**src/hw/rtl/mfq_pkg.sv**
```systemverilog
`timescale 1ns / 1ps
// shared types and codes for the multilevel feedback queue scheduler
// no dependencies
package mfq_pkg;
  localparam int NUM_SLICES = 4;

  localparam logic [1:0] OP_ADMIT    = 2'd0;
  localparam logic [1:0] OP_DISPATCH = 2'd1;
  localparam logic [1:0] OP_BOOST    = 2'd2;

  localparam logic [1:0] STAT_DONE  = 2'd0;
  localparam logic [1:0] STAT_EMPTY = 2'd1;
  localparam logic [1:0] STAT_FULL  = 2'd2;

  typedef logic [15:0] slice_t;

  typedef struct packed {
    logic [1:0]  op;
    logic [7:0]  pid;
    logic [15:0] work;
  } cmd_t;

  typedef struct packed {
    logic [1:0]  status;
    logic [7:0]  sid;
    logic [1:0]  slv;
    logic [1:0]  nlv;
    logic [15:0] left;
    logic        done;
  } res_t;
endpackage

```
**src/hw/rtl/mfq_front.sv**
```systemverilog
`timescale 1ns / 1ps
// front end: accepts input beats into a two-entry command queue
// depends on mfq_pkg
module mfq_front import mfq_pkg::*; (
  input  logic        clk,
  input  logic        rst_n,
  input  logic        push,
  output logic        full,
  input  logic [1:0]  in_operation,
  input  logic [7:0]  in_process_id,
  input  logic [15:0] in_work_amount,
  output logic        cmd_valid,
  output cmd_t        cmd,
  input  logic        cmd_pop
);
  cmd_t       ent_r [2];
  logic       wptr_r, wptr_nxt, rptr_r, rptr_nxt;
  logic [1:0] cnt_r, cnt_nxt;
  logic       do_push;

  assign full      = (cnt_r == 2'd2);
  assign do_push   = push && !full;
  assign cmd_valid = (cnt_r != 2'd0);
  assign cmd       = ent_r[rptr_r];

  always_comb begin
    wptr_nxt = wptr_r ^ do_push;
    rptr_nxt = rptr_r ^ cmd_pop;
    cnt_nxt  = cnt_r + 2'(do_push) - 2'(cmd_pop);
  end

  always_ff @(posedge clk) begin
    if (!rst_n) begin
      wptr_r <= 1'b0;
      rptr_r <= 1'b0;
      cnt_r  <= 2'd0;
    end else begin
      wptr_r <= wptr_nxt;
      rptr_r <= rptr_nxt;
      cnt_r  <= cnt_nxt;
    end
  end

  always_ff @(posedge clk) begin
    if (do_push) begin
      ent_r[wptr_r] <= '{op: in_operation, pid: in_process_id, work: in_work_amount};
    end
  end
endmodule

```
**src/hw/rtl/mfq_rfifo.sv**
```systemverilog
`timescale 1ns / 1ps
// two-entry result queue between the engine and the output ports
// depends on mfq_pkg
module mfq_rfifo import mfq_pkg::*; (
  input  logic clk,
  input  logic rst_n,
  input  logic res_push,
  input  res_t res,
  output logic res_full,
  output logic empty,
  input  logic pop,
  output res_t dout
);
  res_t       ent_r [2];
  logic       wptr_r, wptr_nxt, rptr_r, rptr_nxt;
  logic [1:0] cnt_r, cnt_nxt;
  logic       do_pop;

  assign res_full = (cnt_r == 2'd2);
  assign empty    = (cnt_r == 2'd0);
  assign do_pop   = pop && !empty;
  assign dout     = ent_r[rptr_r];

  always_comb begin
    wptr_nxt = wptr_r ^ res_push;
    rptr_nxt = rptr_r ^ do_pop;
    cnt_nxt  = cnt_r + 2'(res_push) - 2'(do_pop);
  end

  always_ff @(posedge clk) begin
    if (!rst_n) begin
      wptr_r <= 1'b0;
      rptr_r <= 1'b0;
      cnt_r  <= 2'd0;
    end else begin
      wptr_r <= wptr_nxt;
      rptr_r <= rptr_nxt;
      cnt_r  <= cnt_nxt;
    end
  end

  always_ff @(posedge clk) begin
    if (res_push) begin
      ent_r[wptr_r] <= res;
    end
  end
endmodule

```
**src/hw/rtl/mfq_engine.sv**
```systemverilog
`timescale 1ns / 1ps
// back end: slot memories, level queues, free list and the command sequencer
// depends on mfq_pkg
module mfq_engine import mfq_pkg::*; #(
  parameter int NUM_LEVELS = 4,
  parameter int MAX_PROCS  = 64
) (
  input  logic   clk,
  input  logic   rst_n,
  input  logic   cmd_valid,
  input  cmd_t   cmd,
  output logic   cmd_pop,
  input  slice_t slice [NUM_SLICES],
  input  logic   res_full,
  output logic   res_push,
  output res_t   res
);
  localparam int LW = (NUM_LEVELS > 1) ? $clog2(NUM_LEVELS) : 1;
  localparam int SW = (MAX_PROCS > 1) ? $clog2(MAX_PROCS) : 1;
  localparam logic [LW-1:0] LAST_LV = LW'(NUM_LEVELS - 1);
  localparam logic [SW-1:0] LAST_SLOT = SW'(MAX_PROCS - 1);

  localparam logic [1:0] ST_IDLE = 2'd0;
  localparam logic [1:0] ST_ADM  = 2'd1;
  localparam logic [1:0] ST_DSP  = 2'd2;
  localparam logic [1:0] ST_BST  = 2'd3;

  logic [1:0]      state_r, state_nxt;
  logic [SW-1:0]   head_r [NUM_LEVELS];
  logic [SW-1:0]   head_nxt [NUM_LEVELS];
  logic [SW-1:0]   tail_r [NUM_LEVELS];
  logic [SW-1:0]   tail_nxt [NUM_LEVELS];
  logic [NUM_LEVELS-1:0] ne_r, ne_nxt;
  logic [SW-1:0]   free_head_r, free_head_nxt;
  logic [SW:0]     free_cnt_r, free_cnt_nxt;
  logic [SW:0]     fresh_r, fresh_nxt;
  logic [LW-1:0]   lv_r, lv_nxt;
  logic [7:0]      pid_r, pid_nxt;
  logic [15:0]     work_r, work_nxt;

  logic [7:0]      id_mem [MAX_PROCS];
  logic [15:0]     rem_mem [MAX_PROCS];
  logic [SW-1:0]   link_mem [MAX_PROCS];
  logic [7:0]      id_rd_r;
  logic [15:0]     rem_rd_r;
  logic [SW-1:0]   link_rd_r;
  logic [SW-1:0]   rd_addr;
  logic            id_we, rem_we, link_we;
  logic [SW-1:0]   slot_addr, link_waddr, link_wdata;
  logic [15:0]     rem_wdata;

  logic            found;
  logic [LW-1:0]   hit_lv;
  logic [SW-1:0]   dsp_slot;
  logic [1:0]      dsp_sidx;
  logic            dsp_more, dsp_last;
  logic [15:0]     dsp_left;
  logic [LW-1:0]   dsp_nl;
  logic            adm_fresh;
  logic [SW-1:0]   adm_link;

  // highest priority nonempty level
  always_comb begin
    found  = 1'b0;
    hit_lv = '0;
    for (int i = NUM_LEVELS - 1; i >= 0; i--) begin
      if (ne_r[i]) begin
        found  = 1'b1;
        hit_lv = LW'(i);
      end
    end
  end

  assign dsp_slot = head_r[lv_r];
  assign dsp_sidx = (int'(lv_r) < NUM_SLICES) ? 2'(lv_r) : 2'(NUM_SLICES - 1);
  assign dsp_more = rem_rd_r > slice[dsp_sidx];
  assign dsp_left = rem_rd_r - slice[dsp_sidx];
  assign dsp_nl   = (lv_r == LAST_LV) ? lv_r : lv_r + LW'(1);
  assign dsp_last = (dsp_slot == tail_r[lv_r]);

  // slots above the fill mark still hold the reset chain
  assign adm_fresh = ({1'b0, free_head_r} >= fresh_r);
  assign adm_link  = !adm_fresh ? link_rd_r :
                     (free_head_r == LAST_SLOT) ? '0 : free_head_r + SW'(1);

  always_comb begin
    state_nxt     = state_r;
    head_nxt      = head_r;
    tail_nxt      = tail_r;
    ne_nxt        = ne_r;
    free_head_nxt = free_head_r;
    free_cnt_nxt  = free_cnt_r;
    fresh_nxt     = fresh_r;
    lv_nxt        = lv_r;
    pid_nxt       = pid_r;
    work_nxt      = work_r;
    cmd_pop       = 1'b0;
    res_push      = 1'b0;
    res           = '0;
    rd_addr       = free_head_r;
    id_we         = 1'b0;
    rem_we        = 1'b0;
    link_we       = 1'b0;
    slot_addr     = free_head_r;
    rem_wdata     = work_r;
    link_waddr    = tail_r[0];
    link_wdata    = free_head_r;
    unique case (state_r)
      ST_IDLE: begin
        if (cmd_valid && !res_full) begin
          cmd_pop  = 1'b1;
          pid_nxt  = cmd.pid;
          work_nxt = cmd.work;
          unique case (cmd.op)
            OP_ADMIT: begin
              if (free_cnt_r == '0) begin
                res_push   = 1'b1;
                res.status = STAT_FULL;
                res.sid    = cmd.pid;
              end else begin
                state_nxt = ST_ADM;
              end
            end
            OP_DISPATCH: begin
              if (!found) begin
                res_push   = 1'b1;
                res.status = STAT_EMPTY;
              end else begin
                lv_nxt    = hit_lv;
                rd_addr   = head_r[hit_lv];
                state_nxt = ST_DSP;
              end
            end
            OP_BOOST: begin
              lv_nxt    = LW'(1);
              state_nxt = ST_BST;
            end
            default: begin
              res_push = 1'b1;
            end
          endcase
        end
      end
      ST_ADM: begin
        id_we         = 1'b1;
        rem_we        = 1'b1;
        free_head_nxt = adm_link;
        free_cnt_nxt  = free_cnt_r - 1'b1;
        if (adm_fresh) fresh_nxt = fresh_r + 1'b1;
        if (ne_r[0]) begin
          link_we    = 1'b1;
          link_waddr = tail_r[0];
          link_wdata = free_head_r;
        end else begin
          head_nxt[0] = free_head_r;
        end
        tail_nxt[0] = free_head_r;
        ne_nxt[0]   = 1'b1;
        res_push    = 1'b1;
        res.sid     = pid_r;
        res.left    = work_r;
        state_nxt   = ST_IDLE;
      end
      ST_DSP: begin
        // pop first, then requeue so a single-entry lowest level refills cleanly
        if (dsp_last) ne_nxt[lv_r] = 1'b0;
        else          head_nxt[lv_r] = link_rd_r;
        slot_addr = dsp_slot;
        rem_we    = 1'b1;
        res.sid   = id_rd_r;
        res.slv   = 2'(lv_r);
        if (dsp_more) begin
          rem_wdata = dsp_left;
          if (ne_nxt[dsp_nl]) begin
            link_we    = 1'b1;
            link_waddr = tail_r[dsp_nl];
            link_wdata = dsp_slot;
          end else begin
            head_nxt[dsp_nl] = dsp_slot;
          end
          tail_nxt[dsp_nl] = dsp_slot;
          ne_nxt[dsp_nl]   = 1'b1;
          res.nlv          = 2'(dsp_nl);
          res.left         = dsp_left;
        end else begin
          rem_wdata     = '0;
          link_we       = 1'b1;
          link_waddr    = dsp_slot;
          link_wdata    = free_head_r;
          free_head_nxt = dsp_slot;
          free_cnt_nxt  = free_cnt_r + 1'b1;
          res.done      = 1'b1;
        end
        res_push  = 1'b1;
        state_nxt = ST_IDLE;
      end
      ST_BST: begin
        // one level spliced onto level 0 per cycle
        if (ne_r[lv_r]) begin
          if (ne_r[0]) begin
            link_we    = 1'b1;
            link_waddr = tail_r[0];
            link_wdata = head_r[lv_r];
          end else begin
            head_nxt[0] = head_r[lv_r];
          end
          tail_nxt[0]    = tail_r[lv_r];
          ne_nxt[0]      = 1'b1;
          ne_nxt[lv_r]   = 1'b0;
          head_nxt[lv_r] = '0;
          tail_nxt[lv_r] = '0;
        end
        if (lv_r == LAST_LV) begin
          res_push  = 1'b1;
          state_nxt = ST_IDLE;
        end else begin
          lv_nxt = lv_r + LW'(1);
        end
      end
      default: state_nxt = ST_IDLE;
    endcase
  end

  always_ff @(posedge clk) begin
    if (!rst_n) begin
      state_r     <= ST_IDLE;
      ne_r        <= '0;
      free_head_r <= '0;
      free_cnt_r  <= (SW+1)'(MAX_PROCS);
      fresh_r     <= '0;
      lv_r        <= '0;
      for (int i = 0; i < NUM_LEVELS; i++) begin
        head_r[i] <= '0;
        tail_r[i] <= '0;
      end
    end else begin
      state_r     <= state_nxt;
      ne_r        <= ne_nxt;
      free_head_r <= free_head_nxt;
      free_cnt_r  <= free_cnt_nxt;
      fresh_r     <= fresh_nxt;
      lv_r        <= lv_nxt;
      head_r      <= head_nxt;
      tail_r      <= tail_nxt;
    end
  end

  always_ff @(posedge clk) begin
    pid_r  <= pid_nxt;
    work_r <= work_nxt;
  end

  always_ff @(posedge clk) begin
    if (id_we)   id_mem[slot_addr]   <= pid_r;
    if (rem_we)  rem_mem[slot_addr]  <= rem_wdata;
    if (link_we) link_mem[link_waddr] <= link_wdata;
    id_rd_r   <= id_mem[rd_addr];
    rem_rd_r  <= rem_mem[rd_addr];
    link_rd_r <= link_mem[rd_addr];
  end
endmodule

```
**src/hw/rtl/multilevel_feedback_queue_scheduler.sv**
```systemverilog
`timescale 1ns / 1ps
// Multilevel feedback queue scheduler: a two-entry command queue feeds a
// sequencer that owns the slot memories (id, remaining work, link) and the
// per-level head/tail pointers; results leave through a two-entry queue.
// One item is worked at a time. Admit and dispatch go through the sequencer
// as a memory read, then an update; a table-full or nothing-to-dispatch
// answer and an unused opcode are given straight from idle, and boost
// splices one level per step, as the link memory has a single write port.
// The free list is kept with a fill mark, so no clearing pass follows reset.
// Slice registers sit at byte addresses 0, 4, 8 and 12.
module multilevel_feedback_queue_scheduler import mfq_pkg::*; #(
  parameter int NUM_LEVELS = 4,
  parameter int MAX_PROCS  = 64
) (
  input  logic        clk,
  input  logic        rst_n,
  input  logic        push,
  output logic        full,
  input  logic [1:0]  in_operation,
  input  logic [7:0]  in_process_id,
  input  logic [15:0] in_work_amount,
  output logic        empty,
  input  logic        pop,
  output logic [1:0]  out_status,
  output logic [7:0]  out_served_id,
  output logic [1:0]  out_served_level,
  output logic [1:0]  out_next_level,
  output logic [15:0] out_work_left,
  output logic        out_completed,
  input  logic        psel,
  input  logic        penable,
  input  logic        pwrite,
  input  logic [3:0]  paddr,
  input  logic [31:0] pwdata,
  output logic [31:0] prdata,
  output logic        pready
);
  slice_t slice_r [NUM_SLICES];
  logic   cmd_valid, cmd_pop, res_full, res_push;
  cmd_t   cmd;
  res_t   res, dout;

  assign pready = 1'b1;
  assign prdata = {16'd0, slice_r[paddr[3:2]]};

  always_ff @(posedge clk) begin
    if (!rst_n) begin
      slice_r[0] <= 16'd4;
      slice_r[1] <= 16'd8;
      slice_r[2] <= 16'd12;
      slice_r[3] <= 16'd16;
    end else if (psel && penable && pwrite) begin
      slice_r[paddr[3:2]] <= pwdata[15:0];
    end
  end

  mfq_front u_front (
    .clk, .rst_n, .push, .full, .in_operation, .in_process_id, .in_work_amount,
    .cmd_valid, .cmd, .cmd_pop
  );

  mfq_engine #(.NUM_LEVELS(NUM_LEVELS), .MAX_PROCS(MAX_PROCS)) u_engine (
    .clk, .rst_n, .cmd_valid, .cmd, .cmd_pop, .slice(slice_r),
    .res_full, .res_push, .res
  );

  mfq_rfifo u_rfifo (
    .clk, .rst_n, .res_push, .res, .res_full, .empty, .pop, .dout
  );

  assign out_status       = dout.status;
  assign out_served_id    = dout.sid;
  assign out_served_level = dout.slv;
  assign out_next_level   = dout.nlv;
  assign out_work_left    = dout.left;
  assign out_completed    = dout.done;
endmodule

```
**config.mk**
```make
export PLATFORM = sky130hd
export DESIGN_NAME = multilevel_feedback_queue_scheduler
export DESIGN_NICKNAME = d
export VERILOG_FILES = /design/src/hw/rtl/mfq_pkg.sv /design/src/hw/rtl/mfq_front.sv /design/src/hw/rtl/mfq_rfifo.sv /design/src/hw/rtl/mfq_engine.sv /design/src/hw/rtl/multilevel_feedback_queue_scheduler.sv
export SDC_FILE = /design/constraint.sdc
export NUM_CORES = 2
export LEC_CHECK = 0
export BUFFER_PORTS_ARGS = -buffer_cell sky130_fd_sc_hd__buf_2
export CAP_MARGIN = 0
export CELL_PAD_IN_SITES_DETAIL_PLACEMENT = 1
export CELL_PAD_IN_SITES_GLOBAL_PLACEMENT = 2
export CORE_ASPECT_RATIO = 1.5
export CORE_MARGIN = 2
export CORE_UTILIZATION = 38
export CTS_BUF_LIST = sky130_fd_sc_hd__clkbuf_4 sky130_fd_sc_hd__clkbuf_8
export DETAILED_ROUTE_END_ITERATION = 16
export PLACE_DENSITY = 0.69
export SLEW_MARGIN = 20
export SYNTH_ARGS = -nofsm -noshare
export SYNTH_HDL_FRONTEND = slang
export SYNTH_SLANG_ARGS = --single-unit
```
**constraint.sdc**
```tcl
create_clock -name clk -period 14.4 [get_ports clk]
set_clock_uncertainty 0.05 [all_clocks]
set_input_delay 0 -clock clk [delete_from_list [all_inputs] [get_ports clk]]
set_output_delay 0 -clock clk [all_outputs]
set_load 0.1 [all_outputs]
```
==> Yosys cells after proc, flatten, opt, wreduce, memory -nomap -nowiden <==
Memories as Yosys holds them, arrays and structs flattened. A register that Yosys moved wholly into a read port is not among the register bits.
Index checks and enable logic that the tools add are counted.
{ "word_totals": {"reg_bits": 172, "latchBits": 0, "ram_bits": 2034, "mem_bits_ro": 0, "elab_cells": 259, "memories": 5} }
{ "classes": {"n_addsub": 10, "n_mul": 0, "div_mod_pow": 0, "n_lt_le_gt_ge": 13, "eq_ne": 20, "shift": 0, "muxes": 136, "bitwise_logic": 15, "n_reduce_logical": 33} }
{ "memory_table": {"columns": ["name", "words", "width", "read_ports", "rd_clocked_by_memory_dff", "write_ports", "line", "source"], "rows": [
  ["u_engine.rem_mem", 64, 16, 1, 1, 1, "mfq_engine.sv:42", "logic [15:0] rem_mem [MAX_PROCS];"],
  ["u_engine.id_mem", 64, 8, 1, 1, 1, "mfq_engine.sv:41", "logic [7:0] id_mem [MAX_PROCS];"],
  ["u_engine.link_mem", 64, 6, 1, 1, 1, "mfq_engine.sv:43", "logic [SW-1:0] link_mem [MAX_PROCS];"],
  ["u_rfifo.ent_r", 2, 31, 1, 1, 1, "mfq_rfifo.sv:14", "res_t ent_r [2];"],
  ["u_front.ent_r", 2, 26, 1, 1, 1, "mfq_front.sv:16", "cmd_t ent_r [2];"]
]} }
{ "op_table": {"columns": ["cell", "count"], "rows": [
  ["$mux W6", 29],
  ["$mux W24", 7],
  ["$mux W16", 7],
  ["$bwmux W24", 3],
  ["$pmux W18 S2", 2],
  ["$bmux W16 S2", 2],
  ["$bwmux W64", 1],
  ["$and A24 B24 Y24", 2],
  ["$bmux W6 S2", 4],
  ["$pmux W6 S3", 2],
  ["$mux W1", 35],
  ["$demux W16 S2", 1],
  ["$pmux W16 S2", 1],
  ["$demux W6 S2", 2],
  ["$mux W2", 12],
  ["$not A24 Y24", 1],
  ["$pmux W6 S2", 2],
  ["$pmux W8 S3", 1],
  ["$mux W10", 2],
  ["$mux W4", 5],
  ["$mux W18", 1],
  ["$gt A16 B16 Y1", 1],
  ["$sub A16 B16 Y16", 1],
  ["$add A7 B1 Y7 const B", 2],
  ["other kinds (44)", 101]
]} }

==> Longest topological paths before layout <==
{ "logic_depth": {"ltp_word": 15, "depth_mapped": 20} }

==> By module <==
From an unflattened synthesis, not the netlist that was laid out.
{ "hier_totals": {"cells_unflattened": 6538, "area_unflattened_um2": 93059.3} }
{ "modules_own_cells": {"columns": ["module", "n_inst", "cells_each", "area_each_um2", "seq_area_each_um2"], "rows": [
  ["mfq_engine", 1, 6043, 85369.4, 60498.0],
  ["multilevel_feedback_queue_scheduler", 1, 272, 2977.9, 1281.2],
  ["mfq_rfifo", 1, 119, 2484.9, 1961.9],
  ["mfq_front", 1, 104, 2227.1, 1661.6]
]} }

==> Least setup slack after synthesis <==
Ideal clock, no wire load.
{ "synth_path": {"kind": "reg2reg", "startpoint": "reg u_engine.lv_r[0], in the netlist u_engine.dsp_sidx[0]", "endpoint": "mem u_engine.rem_mem[0][11] (data pin)", "setup_ns": 0.702, "arrival_ns": 6.187, "required_time_ns": 13.648, "slack_ns": 7.461, "stages_incl_launch_ff": 18, "path_cell_list": "dfxtp_1 -> buf_2 -> buf_4 -> buf_1 -> buf_2 -> buf_1 -> mux4_2 -> ha_1 -> fa_1 -> nand3b_1 -> a21oi_1 -> o211ai_1 -> a211oi_1 -> o21ai_1 -> nor2_1 -> clkbuf_1 -> nand2_1 -> o21ai_0"} }
{ "synth_between": {"elab_chain_len": 7, "word_cells_on_any_way": 8} }
{ "synth_lines": {"columns": ["item", "line", "source"], "rows": [
  ["start: declaration", "mfq_engine.sv:37", "logic [LW-1:0] lv_r, lv_nxt;"],
  ["start signal: assignment", "mfq_engine.sv:242", "lv_r <= lv_nxt;"],
  ["$not A2 Y3 (implied by the code) (*)", "mfq_engine.sv:76, mfq_engine.sv:77", null],
  ["$bmux W16 S2 (*)", "mfq_engine.sv:76, mfq_engine.sv:77", null],
  ["$mux W16 (implied by the code) (*) (2 in series)", "mfq_engine.sv:76, mfq_engine.sv:77", null],
  ["$sub A16 B16 Y16 / $gt A16 B16 Y1 (equally long branches)", "mfq_engine.sv:77, mfq_engine.sv:76", null],
  ["$mux W16 (*)", "mfq_engine.sv:172", "if (dsp_more) begin"],
  ["$mux W16 (*)", "mfq_engine.sv:108", "unique case (state_r)"],
  ["named net u_engine.rem_wdata[11]", "mfq_engine.sv:50", "logic [15:0] rem_wdata;"],
  ["end: declaration", "mfq_engine.sv:42", null]
]} }
The timed path passes the listed nets; every way through them passes the cells marked *. The select of a mux whose other input is x is not followed.

==> impl_metrics.toml <==
[detailed_routing]
num_vias = 61300
route.detailed.vias_per_inst = 5.41
detail_route.drc_violations = 0
wl_um = 295000
drtPass1Iterations = 6
antenna_violating_nets_post_route = 0
wl_per_cell_um = 26.1
drt-initial-drc-count = 4358

[placed_design]
io_buffers = 99
detailed_place.area_um2 = 97400
final_weighted_congestion_in_routability_driven_placement = 0.830
dp.final_hpwl_um = 176000
dp_slack_ps = 7080

[global_route]
grt_overflow = 0
grt_pass1_wl_um = 430000
grt_max_degree = 168
grt_pass1_vias = 64300
grt_antenna_before_repair = 10
grt_util_all_layers_pct = 23.2

[worst_setup_path]
worst_setup_path_end_kind = "flip-flop"
critical_path.startpoint_type = "flip-flop"
cp_data_required_time_ps = 15190
arrival_ps = 8090
timing.setup.critical_path_class = "reg -> reg"
critical_path.max_fanout = 123

[sta]
finalWorstSetupSlack_ps = 7100
report.final.slew_viol_count = 0
layout_worst_path_cycle_share_pct = 50.7
rsz0062_at_grt = "false"
fin_tns_setup_ps = 0
worstMarginPinSlew_ps = 1160
setup_violating_endpoint_count_in_the_final_report = 0
fmax_mhz = 137
final-hold-violation-count = 0
final.min_clock_period_ps = 7300
timing.max_slew.rel_slack_pct = 22.4

[logic_synthesis]
synth_edf_count = 2058
netlist.top_cell.by_area = "edfxtp_1"
sequential_fraction_of_the_synthesis_area_pct = 70.2
synth_commonest_cells = "edfxtp_1 (2,058), nand2_1 (1,970), and3_1 (720)"
synth.area.top_cells = "edfxtp_1 (66%), nand2_1 (7.9%), and3_1 (4.8%)"
ys.flop_type = "edfxtp_1"
post_synth_inst_count = 7558
synth.cell_area_um2 = 93100
yosysWarnings = 0
yosysMostFrequentCell = "edfxtp_1"
post_synth.cell_area_avg_um2 = 12.3
distinct_cell_type_count_of_the_synthesized_netlist = 73
post-synth-top-area-fraction_pct = 66.3
synthArstFlopShare_pct = 0
yosys_register_bits = 2238

[power_and_ir_drop]
power.ir.vdd_worst_v = 0.000158
static-leakage-power_nw = 37.7
pwr_density_cell_nw_per_um2 = 183
pwr-share-seq_pct = 43.3
pwr-share-comb_pct = 28.9
switching_share_pct = 36.1
p_sw_mw = 6.97
clock_power_share_pct = 27.8
internal_power_mw = 12.3

[outcome]
status = "complete, no violations"

[clock_network]
clockRootBuffer = "clkbuf_8"
numCtsBuffers = 354
clock_insertion_delay_worst_skew_ps = 980
cts.reportedPaths.clkPinSlew_ps = 60
cts_post_setup_buffers_inserted = 0
cts-htree-levels = 5
cts.sink_count = 2238
clockBufferDepth = 4
cts_tree = "done"

[floorplan]
floorplan.die_area_um2 = 249000
die_x_um = 408
core_area_um2 = 244000
io_pins = 135
floorplan.rows = 222
floorplan.initialDensity_pct = 38.2
die_height_um = 610

[finish]
final_util_pct = 43.2
nFillCells = 25600
final_net_count = 7924
fraction_of_final_layout_cells_with_drive_strength_greater_than_1_pct = 13.2
final_design_area_no_fill_um2 = 105000
flow.area_growth_from_synthesis_pct = 13.0

[hold_path]
hp-class = "in -> reg"

[job]
maxCapViolCount = 0
==> state kept, by name, summed over array words and instances, names as in the netlist, 6 cells and up, named ones only <==
signal,count
u_engine.pid_r,8
u_rfifo.ent_r,62
u_engine.fresh_r,7
u_engine.link_mem,384
u_engine.work_r,16
u_engine.tail_r,24
u_engine.free_head_r,6
u_engine.free_cnt_r,7
u_engine.rem_mem,1024
u_engine.id_mem,512
u_engine.rem_rd_r,16
u_engine.link_rd_r,6
u_front.ent_r,52
slice_r,64
u_engine.id_rd_r,8
u_engine.head_r,24
==> per-stage QoR <==
step	hold slack [ps]	total power [mW]	std cells
after floorplan	48.9	11.8	7573
after global placement	141	13.9	10600
after detailed placement	147	14.1	10600
after CTS	14.4	19.5	11300
after global routing	94.0	20.2	11300
final	37.2	19.3	11300
==> worst paths after layout <==
path	startpoint	end	depth (start not counted)	slack, ps
max	flip-flop	u_engine.rem_rd_r[7]	14	7100
min	pwrite	slice_r[50]	5	40
max reg2reg	flip-flop	u_engine.rem_rd_r[7]	14	7100
min reg2reg	slice_r[0]	slice_r[0]	2	420
==> worst max-delay path, cell delays in order (launching register included) <==
cell	delay, ps
dfxtp_1	630
buf_4	440
mux2i_1	480
ha_1	310
o41a_1	420
and4_1	580
a31o_4	660
buf_4	600
buf_12	440
buf_4	790
nand2_1	130
and3_1	210
o21ai_0	360
nand4_1	360
nor3_2	380
==> cell families after synthesis <==
| logic type | count (synthesis) | share of synthesized area, % |
|---|---|---|
| adders and majority gates | 51 | 0.701 |
| and+or+nand+nor | 3532 | 17.6 |
| xor gates and xnor gates | 38 | 0.357 |
| buffers and inverters | 563 | 2.66 |
| other | 2 | 0.00806 |
| AOI/OAI and AO/OA | 990 | 6.24 |
| DFF | 2238 | 70.2 |
| muxes | 144 | 2.23 |
==> power groups by stage <==
stage               Combinational (mW)  Clock, mW  Sequential [mW]
global placement                  5.46          0             8.48
detailed placement                5.61          0             8.49
finish                            5.58       5.37             8.36
CTS                               5.65       5.51             8.36
global route                      6.02       5.77             8.38
floorplan                         3.26          0             8.52
==> routing by layer <==
metal,up-vias,track usage [%],routed length (um)
met4,0,8.44,10600
met2,1346,41.6,152000
li1,27800,-,-
met5,-,0,0
met3,477,2.72,11100
met1,31700,28.6,121000
==> cells in the final DEF, fill, tap and decap left out, drive strengths merged, types with 130 or more instances in the layout <==
cell	instances
edfxtp	2058
nand2	1970
and3	720
o21ai	508
clkbuf	478
nor2	308
buf	271
a21oi	196
dfxtp	180
nand3	177
and2	130
==> cell type report <==
class	count	area [um^2]	share of cell area (%)
Antenna cell	8	20.0	0.0190
Clock buffer	478	5900	5.60
Clock inverter	150	921	0.875
Inverter	66	250	0.238
Multi-Input combinational cell	4772	25700	24.4
Sequential cell	2238	65400	62.1
Tap cell	3248	4060	3.86
Timing Repair Buffer	372	2970	2.82
==> what timing repair did <==
action | CTS | global route
endpoints found under the hold margin | 204 | 0
hold buffers | 101 | 0
endpoints found under the setup margin | 0 | 0
resized for setup | 0 | 0
No activity file was read; power rests on OpenSTA's default activity.
